$ cat config.mk
export PLATFORM = sky130hd
export DESIGN_NAME = chained_token_block_hash
export DESIGN_NICKNAME = d
export VERILOG_FILES = /design/src/sv/ctbh_pkg.sv /design/src/sv/ctbh_dpath.sv /design/src/sv/ctbh_ctrl.sv /design/src/sv/chained_token_block_hash.sv
export VERILOG_INCLUDE_DIRS = /design/src /design/src/sv
export SDC_FILE = /design/constraint.sdc
export NUM_CORES = 2
export LEC_CHECK = 0
export CORE_MARGIN = 2
export CORE_UTILIZATION = 55
export DETAILED_ROUTE_END_ITERATION = 10
export DONT_BUFFER_PORTS = 1
export GPL_TIMING_DRIVEN = 0
export PLACE_DENSITY = 0.7
export SYNTH_ARGS = -nofsm -noshare
export SYNTH_HDL_FRONTEND = slang
export SYNTH_SLANG_ARGS = --single-unit
$ cat constraint.sdc
create_clock -name clock -period 12.25 [get_ports clock]
set_clock_uncertainty 0.05 [all_clocks]
set_input_delay 2.45 -clock clock [delete_from_list [all_inputs] [get_ports clock]]
set_output_delay 2.45 -clock clock [all_outputs]
set_load 0.1 [all_outputs]
$ cat src/sv/chained_token_block_hash_assert.svh
// assertion macros for the chained token block hash
`ifndef CHAINED_TOKEN_BLOCK_HASH_ASSERT_SVH
`define CHAINED_TOKEN_BLOCK_HASH_ASSERT_SVH

`ifndef SYNTHESIS

// antecedent implies consequent in the same cycle
`define CTBH_ASSERT_SAME(lbl, ante, cons) \
   lbl: assert property (@(posedge clock) disable iff (reset) (ante) |-> (cons)) \
      else $error("ctbh assertion failed");

// antecedent implies consequent in the next cycle
`define CTBH_ASSERT_NEXT(lbl, ante, cons) \
   lbl: assert property (@(posedge clock) disable iff (reset) (ante) |=> (cons)) \
      else $error("ctbh assertion failed");

`else

`define CTBH_ASSERT_SAME(lbl, ante, cons)
`define CTBH_ASSERT_NEXT(lbl, ante, cons)

`endif

`endif

$ cat src/sv/ctbh_pkg.sv
// shared types, constants and helpers for the chained token block hash
`default_nettype none

package ctbh_pkg;

   localparam logic [63:0] K_MIX1 = 64'hff51afd7ed558ccd;
   localparam logic [63:0] K_MIX2 = 64'hc4ceb9fe1a85ec53;
   localparam logic [63:0] K_GOLD = 64'h9E3779B97F4A7C15;
   localparam logic [63:0] K_SALT = 64'h632BE59BD9B4E019;

   localparam int unsigned XS_SHIFT   = 33;
   localparam int unsigned FOLD_SHL   = 6;
   localparam int unsigned FOLD_SHR   = 2;
   localparam int unsigned TPB_W      = 9;
   localparam int unsigned BLK_IDX_W  = 16;
   localparam int unsigned CSR_IDX_W  = 1;
   localparam logic [TPB_W-1:0] TPB_RESET = 9'd16;

   // register indexes
   localparam logic [CSR_IDX_W-1:0] CSR_TPB  = 1'b0;
   localparam logic [CSR_IDX_W-1:0] CSR_SALT = 1'b1;

   // datapath operations
   localparam logic [3:0] OP_NONE   = 4'd0;
   localparam logic [3:0] OP_ACCEPT = 4'd1;
   localparam logic [3:0] OP_SEED_A = 4'd2;
   localparam logic [3:0] OP_SEED_B = 4'd3;
   localparam logic [3:0] OP_SEED_C = 4'd4;
   localparam logic [3:0] OP_TOK1   = 4'd5;
   localparam logic [3:0] OP_TOK2   = 4'd6;
   localparam logic [3:0] OP_MUL    = 4'd7;
   localparam logic [3:0] OP_FIN    = 4'd8;

   typedef struct packed {
      logic [31:0] token;
      logic        seq_start;
   } req_type;

   typedef struct packed {
      logic [63:0]          block_hash;
      logic [BLK_IDX_W-1:0] block_index;
   } rsp_type;

   typedef struct packed {
      logic [3:0] op;
      logic [1:0] mphase;
      logic       k_sel;
   } cmd_type;

   typedef struct packed {
      logic first;
      logic out_free;
   } status_type;

   function automatic logic [63:0] xs33(input logic [63:0] x);
      return x ^ (x >> XS_SHIFT);
   endfunction

endpackage

`default_nettype wire

$ cat src/sv/ctbh_dpath.sv
// datapath: hash state, shared 32x32 multiplier, counters and result register
`default_nettype none

module ctbh_dpath #(
   parameter int MAX_BLOCK_TOKENS = 256
) (
   input  wire logic                                 clock,
   input  wire logic                                 reset,
   input  wire ctbh_pkg::cmd_type                    cmd,
   output ctbh_pkg::status_type                      status,
   input  wire ctbh_pkg::req_type                    req_payload,
   input  wire logic                                 csr_we,
   input  wire logic [ctbh_pkg::CSR_IDX_W-1:0]       csr_index,
   input  wire logic [63:0]                          csr_data,
   output logic                                      rsp_valid,
   input  wire logic                                 rsp_stall,
   output ctbh_pkg::rsp_type                         rsp_payload
);

   localparam int unsigned TW = ctbh_pkg::TPB_W;
   localparam int unsigned BW = ctbh_pkg::BLK_IDX_W;

   logic [TW-1:0] tpb_ff, tpb_in;
   logic [63:0]   salt_ff, salt_in;
   logic [63:0]   chain_ff, chain_in;
   logic [TW-1:0] cnt_ff, cnt_in;
   logic [BW-1:0] blocks_ff, blocks_in;
   logic [63:0]   h_ff, h_in;
   logic [63:0]   v_ff, v_in;
   logic [63:0]   seed_ff, seed_in;
   logic [63:0]   tmp_ff, tmp_in;
   logic [63:0]   tokg_ff, tokg_in;
   logic [63:0]   acc_ff, acc_in;
   logic [63:0]   mult_ff, mult_in;
   logic          rsp_valid_ff, rsp_valid_in;
   ctbh_pkg::rsp_type rsp_data_ff, rsp_data_in;

   logic [63:0]   kconst;
   logic [31:0]   mul_a, mul_b;
   logic [63:0]   prod;
   logic [TW-1:0] eff;
   logic [TW:0]   cnt_next;
   logic [63:0]   fin_hash;

   // effective block size: zero reads as one, clamp at the maximum
   always_comb begin
      if (tpb_ff == '0) begin
         eff = TW'(1);
      end else if (32'(tpb_ff) > 32'(MAX_BLOCK_TOKENS)) begin
         eff = TW'(MAX_BLOCK_TOKENS);
      end else begin
         eff = tpb_ff;
      end
   end

   assign kconst = cmd.k_sel ? ctbh_pkg::K_MIX2 : ctbh_pkg::K_MIX1;

   // low 64 bits of v*k from three 32x32 partial products
   always_comb begin
      case (cmd.mphase)
         2'd1: begin
            mul_a = v_ff[31:0];
            mul_b = kconst[63:32];
         end
         2'd2: begin
            mul_a = v_ff[63:32];
            mul_b = kconst[31:0];
         end
         default: begin
            mul_a = v_ff[31:0];
            mul_b = kconst[31:0];
         end
      endcase
   end

   assign prod     = {32'd0, mul_a} * {32'd0, mul_b};
   assign cnt_next = {1'b0, cnt_ff} + (TW+1)'(1);
   assign fin_hash = (v_ff == '0) ? 64'd1 : v_ff;

   always_comb begin
      tpb_in       = tpb_ff;
      salt_in      = salt_ff;
      chain_in     = chain_ff;
      cnt_in       = cnt_ff;
      blocks_in    = blocks_ff;
      h_in         = h_ff;
      v_in         = v_ff;
      seed_in      = seed_ff;
      tmp_in       = tmp_ff;
      tokg_in      = tokg_ff;
      acc_in       = acc_ff;
      mult_in      = mult_ff;
      rsp_valid_in = rsp_valid_ff;
      rsp_data_in  = rsp_data_ff;

      if (rsp_valid_ff && !rsp_stall) begin
         rsp_valid_in = 1'b0;
      end

      if (csr_we) begin
         case (csr_index)
            ctbh_pkg::CSR_TPB:  tpb_in  = csr_data[TW-1:0];
            ctbh_pkg::CSR_SALT: salt_in = csr_data;
            default: ;
         endcase
      end

      case (cmd.op)
         ctbh_pkg::OP_ACCEPT: begin
            if (req_payload.seq_start) begin
               chain_in  = '0;
               cnt_in    = '0;
               blocks_in = '0;
            end
            tokg_in = {32'd0, req_payload.token} + ctbh_pkg::K_GOLD;
         end
         ctbh_pkg::OP_SEED_A: begin
            v_in = ctbh_pkg::xs33(chain_ff ^ ctbh_pkg::K_GOLD);
         end
         ctbh_pkg::OP_SEED_B: begin
            seed_in = v_ff;
            v_in    = ctbh_pkg::xs33(salt_ff + ctbh_pkg::K_SALT);
         end
         ctbh_pkg::OP_SEED_C: begin
            h_in = seed_ff ^ v_ff;
         end
         ctbh_pkg::OP_TOK1: begin
            tmp_in = (h_ff << ctbh_pkg::FOLD_SHL) + (h_ff >> ctbh_pkg::FOLD_SHR);
         end
         ctbh_pkg::OP_TOK2: begin
            v_in = ctbh_pkg::xs33(h_ff ^ (tmp_ff + tokg_ff));
         end
         ctbh_pkg::OP_MUL: begin
            case (cmd.mphase)
               2'd0: begin
                  mult_in = prod;
               end
               2'd1: begin
                  acc_in  = mult_ff;
                  mult_in = prod;
               end
               2'd2: begin
                  acc_in  = {acc_ff[63:32] + mult_ff[31:0], acc_ff[31:0]};
                  mult_in = prod;
               end
               default: begin
                  v_in = ctbh_pkg::xs33({acc_ff[63:32] + mult_ff[31:0], acc_ff[31:0]});
               end
            endcase
         end
         ctbh_pkg::OP_FIN: begin
            if (cnt_next >= {1'b0, eff}) begin
               rsp_valid_in            = 1'b1;
               rsp_data_in.block_hash  = fin_hash;
               rsp_data_in.block_index = blocks_ff;
               chain_in                = fin_hash;
               blocks_in               = blocks_ff + BW'(1);
               cnt_in                  = '0;
            end else begin
               cnt_in = cnt_next[TW-1:0];
               h_in   = v_ff;
            end
         end
         default: ;
      endcase
   end

   always_ff @(posedge clock) begin
      if (reset) begin
         tpb_ff       <= ctbh_pkg::TPB_RESET;
         salt_ff      <= '0;
         chain_ff     <= '0;
         cnt_ff       <= '0;
         blocks_ff    <= '0;
         rsp_valid_ff <= 1'b0;
      end else begin
         tpb_ff       <= tpb_in;
         salt_ff      <= salt_in;
         chain_ff     <= chain_in;
         cnt_ff       <= cnt_in;
         blocks_ff    <= blocks_in;
         rsp_valid_ff <= rsp_valid_in;
      end
   end

   always_ff @(posedge clock) begin
      h_ff        <= h_in;
      v_ff        <= v_in;
      seed_ff     <= seed_in;
      tmp_ff      <= tmp_in;
      tokg_ff     <= tokg_in;
      acc_ff      <= acc_in;
      mult_ff     <= mult_in;
      rsp_data_ff <= rsp_data_in;
   end

   assign status.first    = req_payload.seq_start || (cnt_ff == '0);
   assign status.out_free = !rsp_valid_ff || !rsp_stall;
   assign rsp_valid       = rsp_valid_ff;
   assign rsp_payload     = rsp_data_ff;

endmodule

`default_nettype wire

$ cat src/sv/ctbh_ctrl.sv
// controller: sequences seed, token fold and multiply phases
`default_nettype none

module ctbh_ctrl (
   input  wire logic                  clock,
   input  wire logic                  reset,
   input  wire logic                  req_valid,
   output logic                       req_stall,
   input  wire ctbh_pkg::status_type  status,
   output ctbh_pkg::cmd_type          cmd
);

   localparam logic [2:0] S_IDLE   = 3'd0;
   localparam logic [2:0] S_SEED_A = 3'd1;
   localparam logic [2:0] S_SEED_B = 3'd2;
   localparam logic [2:0] S_SEED_C = 3'd3;
   localparam logic [2:0] S_TOK1   = 3'd4;
   localparam logic [2:0] S_TOK2   = 3'd5;
   localparam logic [2:0] S_MUL    = 3'd6;
   localparam logic [2:0] S_FIN    = 3'd7;

   localparam logic [1:0] J_SEED_A = 2'd0;
   localparam logic [1:0] J_SEED_B = 2'd1;
   localparam logic [1:0] J_TOK    = 2'd2;

   logic [2:0] state_ff, state_in;
   logic [1:0] phase_ff, phase_in;
   logic       ksel_ff, ksel_in;
   logic [1:0] job_ff, job_in;

   always_comb begin
      state_in   = state_ff;
      phase_in   = phase_ff;
      ksel_in    = ksel_ff;
      job_in     = job_ff;
      cmd.op     = ctbh_pkg::OP_NONE;
      cmd.mphase = phase_ff;
      cmd.k_sel  = ksel_ff;

      case (state_ff)
         S_IDLE: begin
            if (req_valid) begin
               cmd.op   = ctbh_pkg::OP_ACCEPT;
               state_in = status.first ? S_SEED_A : S_TOK1;
            end
         end
         S_SEED_A: begin
            cmd.op   = ctbh_pkg::OP_SEED_A;
            job_in   = J_SEED_A;
            phase_in = 2'd0;
            ksel_in  = 1'b0;
            state_in = S_MUL;
         end
         S_SEED_B: begin
            cmd.op   = ctbh_pkg::OP_SEED_B;
            job_in   = J_SEED_B;
            phase_in = 2'd0;
            ksel_in  = 1'b0;
            state_in = S_MUL;
         end
         S_SEED_C: begin
            cmd.op   = ctbh_pkg::OP_SEED_C;
            state_in = S_TOK1;
         end
         S_TOK1: begin
            cmd.op   = ctbh_pkg::OP_TOK1;
            state_in = S_TOK2;
         end
         S_TOK2: begin
            cmd.op   = ctbh_pkg::OP_TOK2;
            job_in   = J_TOK;
            phase_in = 2'd0;
            ksel_in  = 1'b0;
            state_in = S_MUL;
         end
         S_MUL: begin
            cmd.op   = ctbh_pkg::OP_MUL;
            phase_in = phase_ff + 2'd1;
            if (phase_ff == 2'd3) begin
               if (!ksel_ff) begin
                  ksel_in = 1'b1;
               end else begin
                  case (job_ff)
                     J_SEED_A: state_in = S_SEED_B;
                     J_SEED_B: state_in = S_SEED_C;
                     default:  state_in = S_FIN;
                  endcase
               end
            end
         end
         S_FIN: begin
            if (status.out_free) begin
               cmd.op   = ctbh_pkg::OP_FIN;
               state_in = S_IDLE;
            end
         end
         default: begin
            state_in = S_IDLE;
         end
      endcase
   end

   always_ff @(posedge clock) begin
      if (reset) begin
         state_ff <= S_IDLE;
         phase_ff <= 2'd0;
         ksel_ff  <= 1'b0;
         job_ff   <= J_SEED_A;
      end else begin
         state_ff <= state_in;
         phase_ff <= phase_in;
         ksel_ff  <= ksel_in;
         job_ff   <= job_in;
      end
   end

   assign req_stall = (state_ff != S_IDLE);

endmodule

`default_nettype wire

$ cat src/sv/chained_token_block_hash.sv
// top level of the chained token block hash
// Chained token block hash: takes one 32-bit token per request transaction, folds it into
// the hash of the current block and, when the block holds tokens_per_block tokens, returns
// one response transaction with the block's 64-bit hash (never zero) and its index within
// the sequence. A set seq_start restarts the chain and drops any partial block; a partial
// block is never returned. Every 64-bit multiply is built from three 32x32 partial
// products on a single shared multiplier, and one finalizer mix uses two such multiplies.
// A token that continues a block passes through accept, the fold steps TOK1 and TOK2, one
// mix and finish before the next request can be taken; the first token of a block also
// computes the block seed with two more mixes. The finish step waits only if a previous
// response is still held by a stalled consumer; requests are taken while a response
// waits. Configuration writes are always ready and must only be issued while no request
// is in flight.
`default_nettype none

module chained_token_block_hash #(
   parameter int MAX_BLOCK_TOKENS = 256
) (
   input  wire logic                               clock,
   input  wire logic                               reset,
   // request transactions
   input  wire logic                               req_valid,
   output logic                                    req_stall,
   input  wire ctbh_pkg::req_type                  req_payload,
   // response transactions
   output logic                                    rsp_valid,
   input  wire logic                               rsp_stall,
   output ctbh_pkg::rsp_type                       rsp_payload,
   // register writes
   input  wire logic                               csr_valid,
   output logic                                    csr_ready,
   input  wire logic [ctbh_pkg::CSR_IDX_W-1:0]     csr_index,
   input  wire logic [63:0]                        csr_data
);

   ctbh_pkg::cmd_type    cmd;
   ctbh_pkg::status_type status;

   // register writes land directly in the registers, so the port never holds off
   assign csr_ready = 1'b1;

   // sequencer: seed mixes on a block's first token, fold and mix per token
   ctbh_ctrl u_ctrl (
      .clock     (clock),
      .reset     (reset),
      .req_valid (req_valid),
      .req_stall (req_stall),
      .status    (status),
      .cmd       (cmd)
   );

   // hash state, shared multiplier and the response register
   ctbh_dpath #(
      .MAX_BLOCK_TOKENS (MAX_BLOCK_TOKENS)
   ) u_dpath (
      .clock       (clock),
      .reset       (reset),
      .cmd         (cmd),
      .status      (status),
      .req_payload (req_payload),
      .csr_we      (csr_valid & csr_ready),
      .csr_index   (csr_index),
      .csr_data    (csr_data),
      .rsp_valid   (rsp_valid),
      .rsp_stall   (rsp_stall),
      .rsp_payload (rsp_payload)
   );

`include "chained_token_block_hash_assert.svh"

   // once a request is taken the block is busy for at least the next cycle
   `CTBH_ASSERT_NEXT(a_busy_after_accept, req_valid && !req_stall, req_stall)
   // a zero hash is always replaced before it leaves
   `CTBH_ASSERT_SAME(a_hash_nonzero, rsp_valid, rsp_payload.block_hash != 64'd0)
   // a new response only appears at the end of a request in flight
   `CTBH_ASSERT_SAME(a_rsp_from_work, $rose(rsp_valid), $past(req_stall))

endmodule

`default_nettype wire
==> run metrics <==
postcts setup bufs 0; post-synthesis area per instance 9.68 µm²; full die area 126000 µm²; worst relative slew slack -5.93%; most used routing layer met2; Distinct cells, synth 98; layout cells sized above 1 3.87%; R2R depth 34; H-Tree Depth 3; failing checks capacitance limit, slew limit; R2R Path End u_dpath.mult_ff[63]$_DFFE_PP_; final hold vios 0; crit path DAT 12.51 ns; most instantiated cells after synthesis inv_1 (1012), fa_1 (776), nand2_1 (658); data required time at the worst endpoint 12.64 ns; Post-Place Worst Slack -1.23 ns; top post-synthesis cells by area fa_1 (23%), edfxtp_1 (22%), ha_1 (9.2%); placed cell area 70100 µm²; Hold Startpoint u_dpath.tpb_ff[0]$_SDFFE_PP0P_; Max Cap Viol 2; critical path type reg -> reg; Crit-path slowest cell clkbuf_2; Post-synth EDFFs 498; CTS tree built; Num CTS Buffers between 60 and 70; dpl hpwl 219000 µm; adder-cell area share of the yosys netlist 32.2%; pin count of the biggest net entering global routing between 60 and 70; Clock transition at path regs 0.06 ns; P&R area growth vs syn 7.03%; Root Driver clkbuf_16; Ports 186; Synth top area share 23.0%; commonest register cell after synthesis edfxtp_1; most frequent cell after synthesis inv_1; Worst setup EP type register; largest family of logic cells by synthesized area adder cells; Setup violations, final 0; RSZ-0062 raised after global routing no; largest area contributor in the synthesized netlist fa_1; vias in the first global route 54179; register bit total from synthesis roughly 670; result of the run finished with violations; WL final 263000 µm; Synth Area in Compound Gates 11.6%; fin crit share 98.9%; ANT nets after route 0; Hold EP u_dpath.tpb_ff[0]$_SDFFE_PP0P_; Site Rows 128; DIE WIDTH 355 µm; Hold WS 0.421 ns; via count 53924; Synthesized Nets 8362; Post-CTS Hold Buffers 0; fraction of the mapped netlist area in simple logic gates 12.0%; highest clock rate 82.5 MHz; min-delay worst type reg -> reg; M3 GR Usage 6.83%; Synth Instances 6988; GP Congestion 1.03; post-synthesis mux area share 1.28%; met2 Use GR 68.3%; Worst path max stage delay between 0.6 and 0.7 ns; sequential area share after synthesis 27.2%; drt first pass iters 8; chip height 355 µm; max-slew violations 12; Core ar. 122000 µm²; Final WS setup 0.132 ns; Worst-Margin Slew ~1.6 ns; Initial Util 55.5%; first-pass GRT wire length 374000 µm; Synth async-reset ratio 0%; mapped cell area 67700 µm²; Total GRT Usage 41.7%; Worst R2R Setup Slack 0.13 ns; Vias/cell 6.16; Core Util, Final 59.4%; Clock Sinks 669; iteration-0 DRC count of the detailed router 5581; post-route cell area 72400 µm²; initial antenna violation count 4; post-route minimum period around 12 ns; synth warn 0; clock latency on the worst-skew pair ~0.66 ns; maximum clock path buffer count 3; DRC errors left 0; I/O Buffers 0; Worst setup SP type register; Remaining Overflow, GRT 0; XOR/XNOR Fraction of Synth Area 8.29%; hold path cells 2; drt wl/cell 30.0 µm; # nets final roughly 8500; grt met1 use about half; reg2reg start u_ctrl.phase_ff[1]$_SDFFE_PP0P_; critical path fanouts, max 12
-- layout make-up --
cell class / count / area, µm²
tap: 1625 / 2030
timing repair buffer: 20 / 302
clock inverter: 36 / 453
multi-input combinational: 4984 / 44400
buffer: 312 / 1200
fill: 10664 / 49400
antenna: 3 / 7.51
sequential: 669 / 18400
inverter: 1022 / 3840
clock buffer: 87 / 1830
-- cell families (layout without fill, tap and decap cells) --
kind of cell | after synthesis | count (layout)
DFF | 669 | 669
buffers and inverters | 1335 | 1477
muxes | 81 | 81
other | 2 | 5
AOI/OAI and AO/OA | 1253 | 1253
and+or+nand+nor | 1758 | 1758
xor gates and xnor gates | 612 | 612
adders and majority gates | 1278 | 1278
-- per-stage QoR --
step	std cells	setup TNS, ns
4_1_cts	8756	0
5_1_grt	8755	0
6_report	8758	0
3_5_place_dp	8633	-15.74
2_1_floorplan	6988	0
3_3_place_gp	8613	-18.01
-- metal layers --
metal / part of all wire, % / up-vias
met1: 36 / 26662
met5: 0.0061 / -
met2: 47 / 2997
met4: 9.0 / 2
met3: 8.0 / 864
li1: - / 23399
-- sequential cells by signal, summed over array words and instances (netlist names), 34 cells and up --
signal               cells
u_dpath.h_ff            64
u_dpath.tmp_ff          64
u_dpath.seed_ff         64
u_dpath.salt_ff         64
u_dpath.acc_ff          64
u_dpath.chain_ff        64
u_dpath.rsp_payload     80
u_dpath.v_ff            64
u_dpath.mult_ff         64
u_dpath.tokg_ff         34
-- repair_timing --
item,in CTS,in global routing
resized for setup,13,9
setup endpoints to repair,25,10
endpoints found under the hold margin,0,0
-- worst max path at each step --
| stage | start | to | slack, ns | cells after the start |
|---|---|---|---|---|
| 4_1_cts | u_ctrl.phase_ff[0]$_SDFFE_PP0P_ | u_dpath.mult_ff[63]$_DFFE_PP_ | 0.12 | 32 |
| 2_1_floorplan | u_ctrl.phase_ff[0]$_SDFFE_PP0P_ | u_dpath.mult_ff[59]$_DFFE_PP_ | 2.95 | 32 |
| 6_report | u_ctrl.phase_ff[1]$_SDFFE_PP0P_ | u_dpath.mult_ff[63]$_DFFE_PP_ | 0.13 | 34 |
| 3_3_place_gp | u_ctrl.phase_ff[1]$_SDFFE_PP0P_ | u_dpath.mult_ff[63]$_DFFE_PP_ | -1.29 | 34 |
| 5_1_grt | u_ctrl.phase_ff[1]$_SDFFE_PP0P_ | u_dpath.mult_ff[63]$_DFFE_PP_ | 0.006 | 34 |
| 3_5_place_dp | u_ctrl.phase_ff[1]$_SDFFE_PP0P_ | u_dpath.mult_ff[63]$_DFFE_PP_ | -1.23 | 34 |
-- critical path: cells and delay by family (launching register included) --
family                     cells  cell delay (ns)
xor gates and xnor gates       1             0.29
DFF                            1             0.34
buffers and inverters         13             3.40
and+or+nand+nor                2             0.45
adders and majority gates     11             5.20
AOI/OAI and AO/OA              7             2.11
-- cells in the final DEF, fill, tap and decap left out, types with 45 or more instances in the layout --
| cell | n |
|---|---|
| and2_1 | 64 |
| o21ai_0 | 200 |
| xnor2_1 | 422 |
| edfxtp_1 | 498 |
| and3_1 | 51 |
| clkbuf_1 | 290 |
| nand3_1 | 148 |
| fa_1 | 776 |
| nand2_1 | 658 |
| nand4_1 | 48 |
| inv_1 | 1012 |
| o21bai_1 | 48 |
| nand2b_1 | 64 |
| nor3_1 | 86 |
| mux2_2 | 45 |
| nor2b_1 | 68 |
| nor2_1 | 409 |
| a21o_1 | 138 |
| clkbuf_16 | 69 |
| xor2_1 | 172 |
| ha_1 | 495 |
| dfxtp_1 | 171 |
| a21oi_1 | 458 |
Power is left out: the tool's default activity adds up to more than one toggle a clock period on the data nets, which glitch-free logic cannot reach.
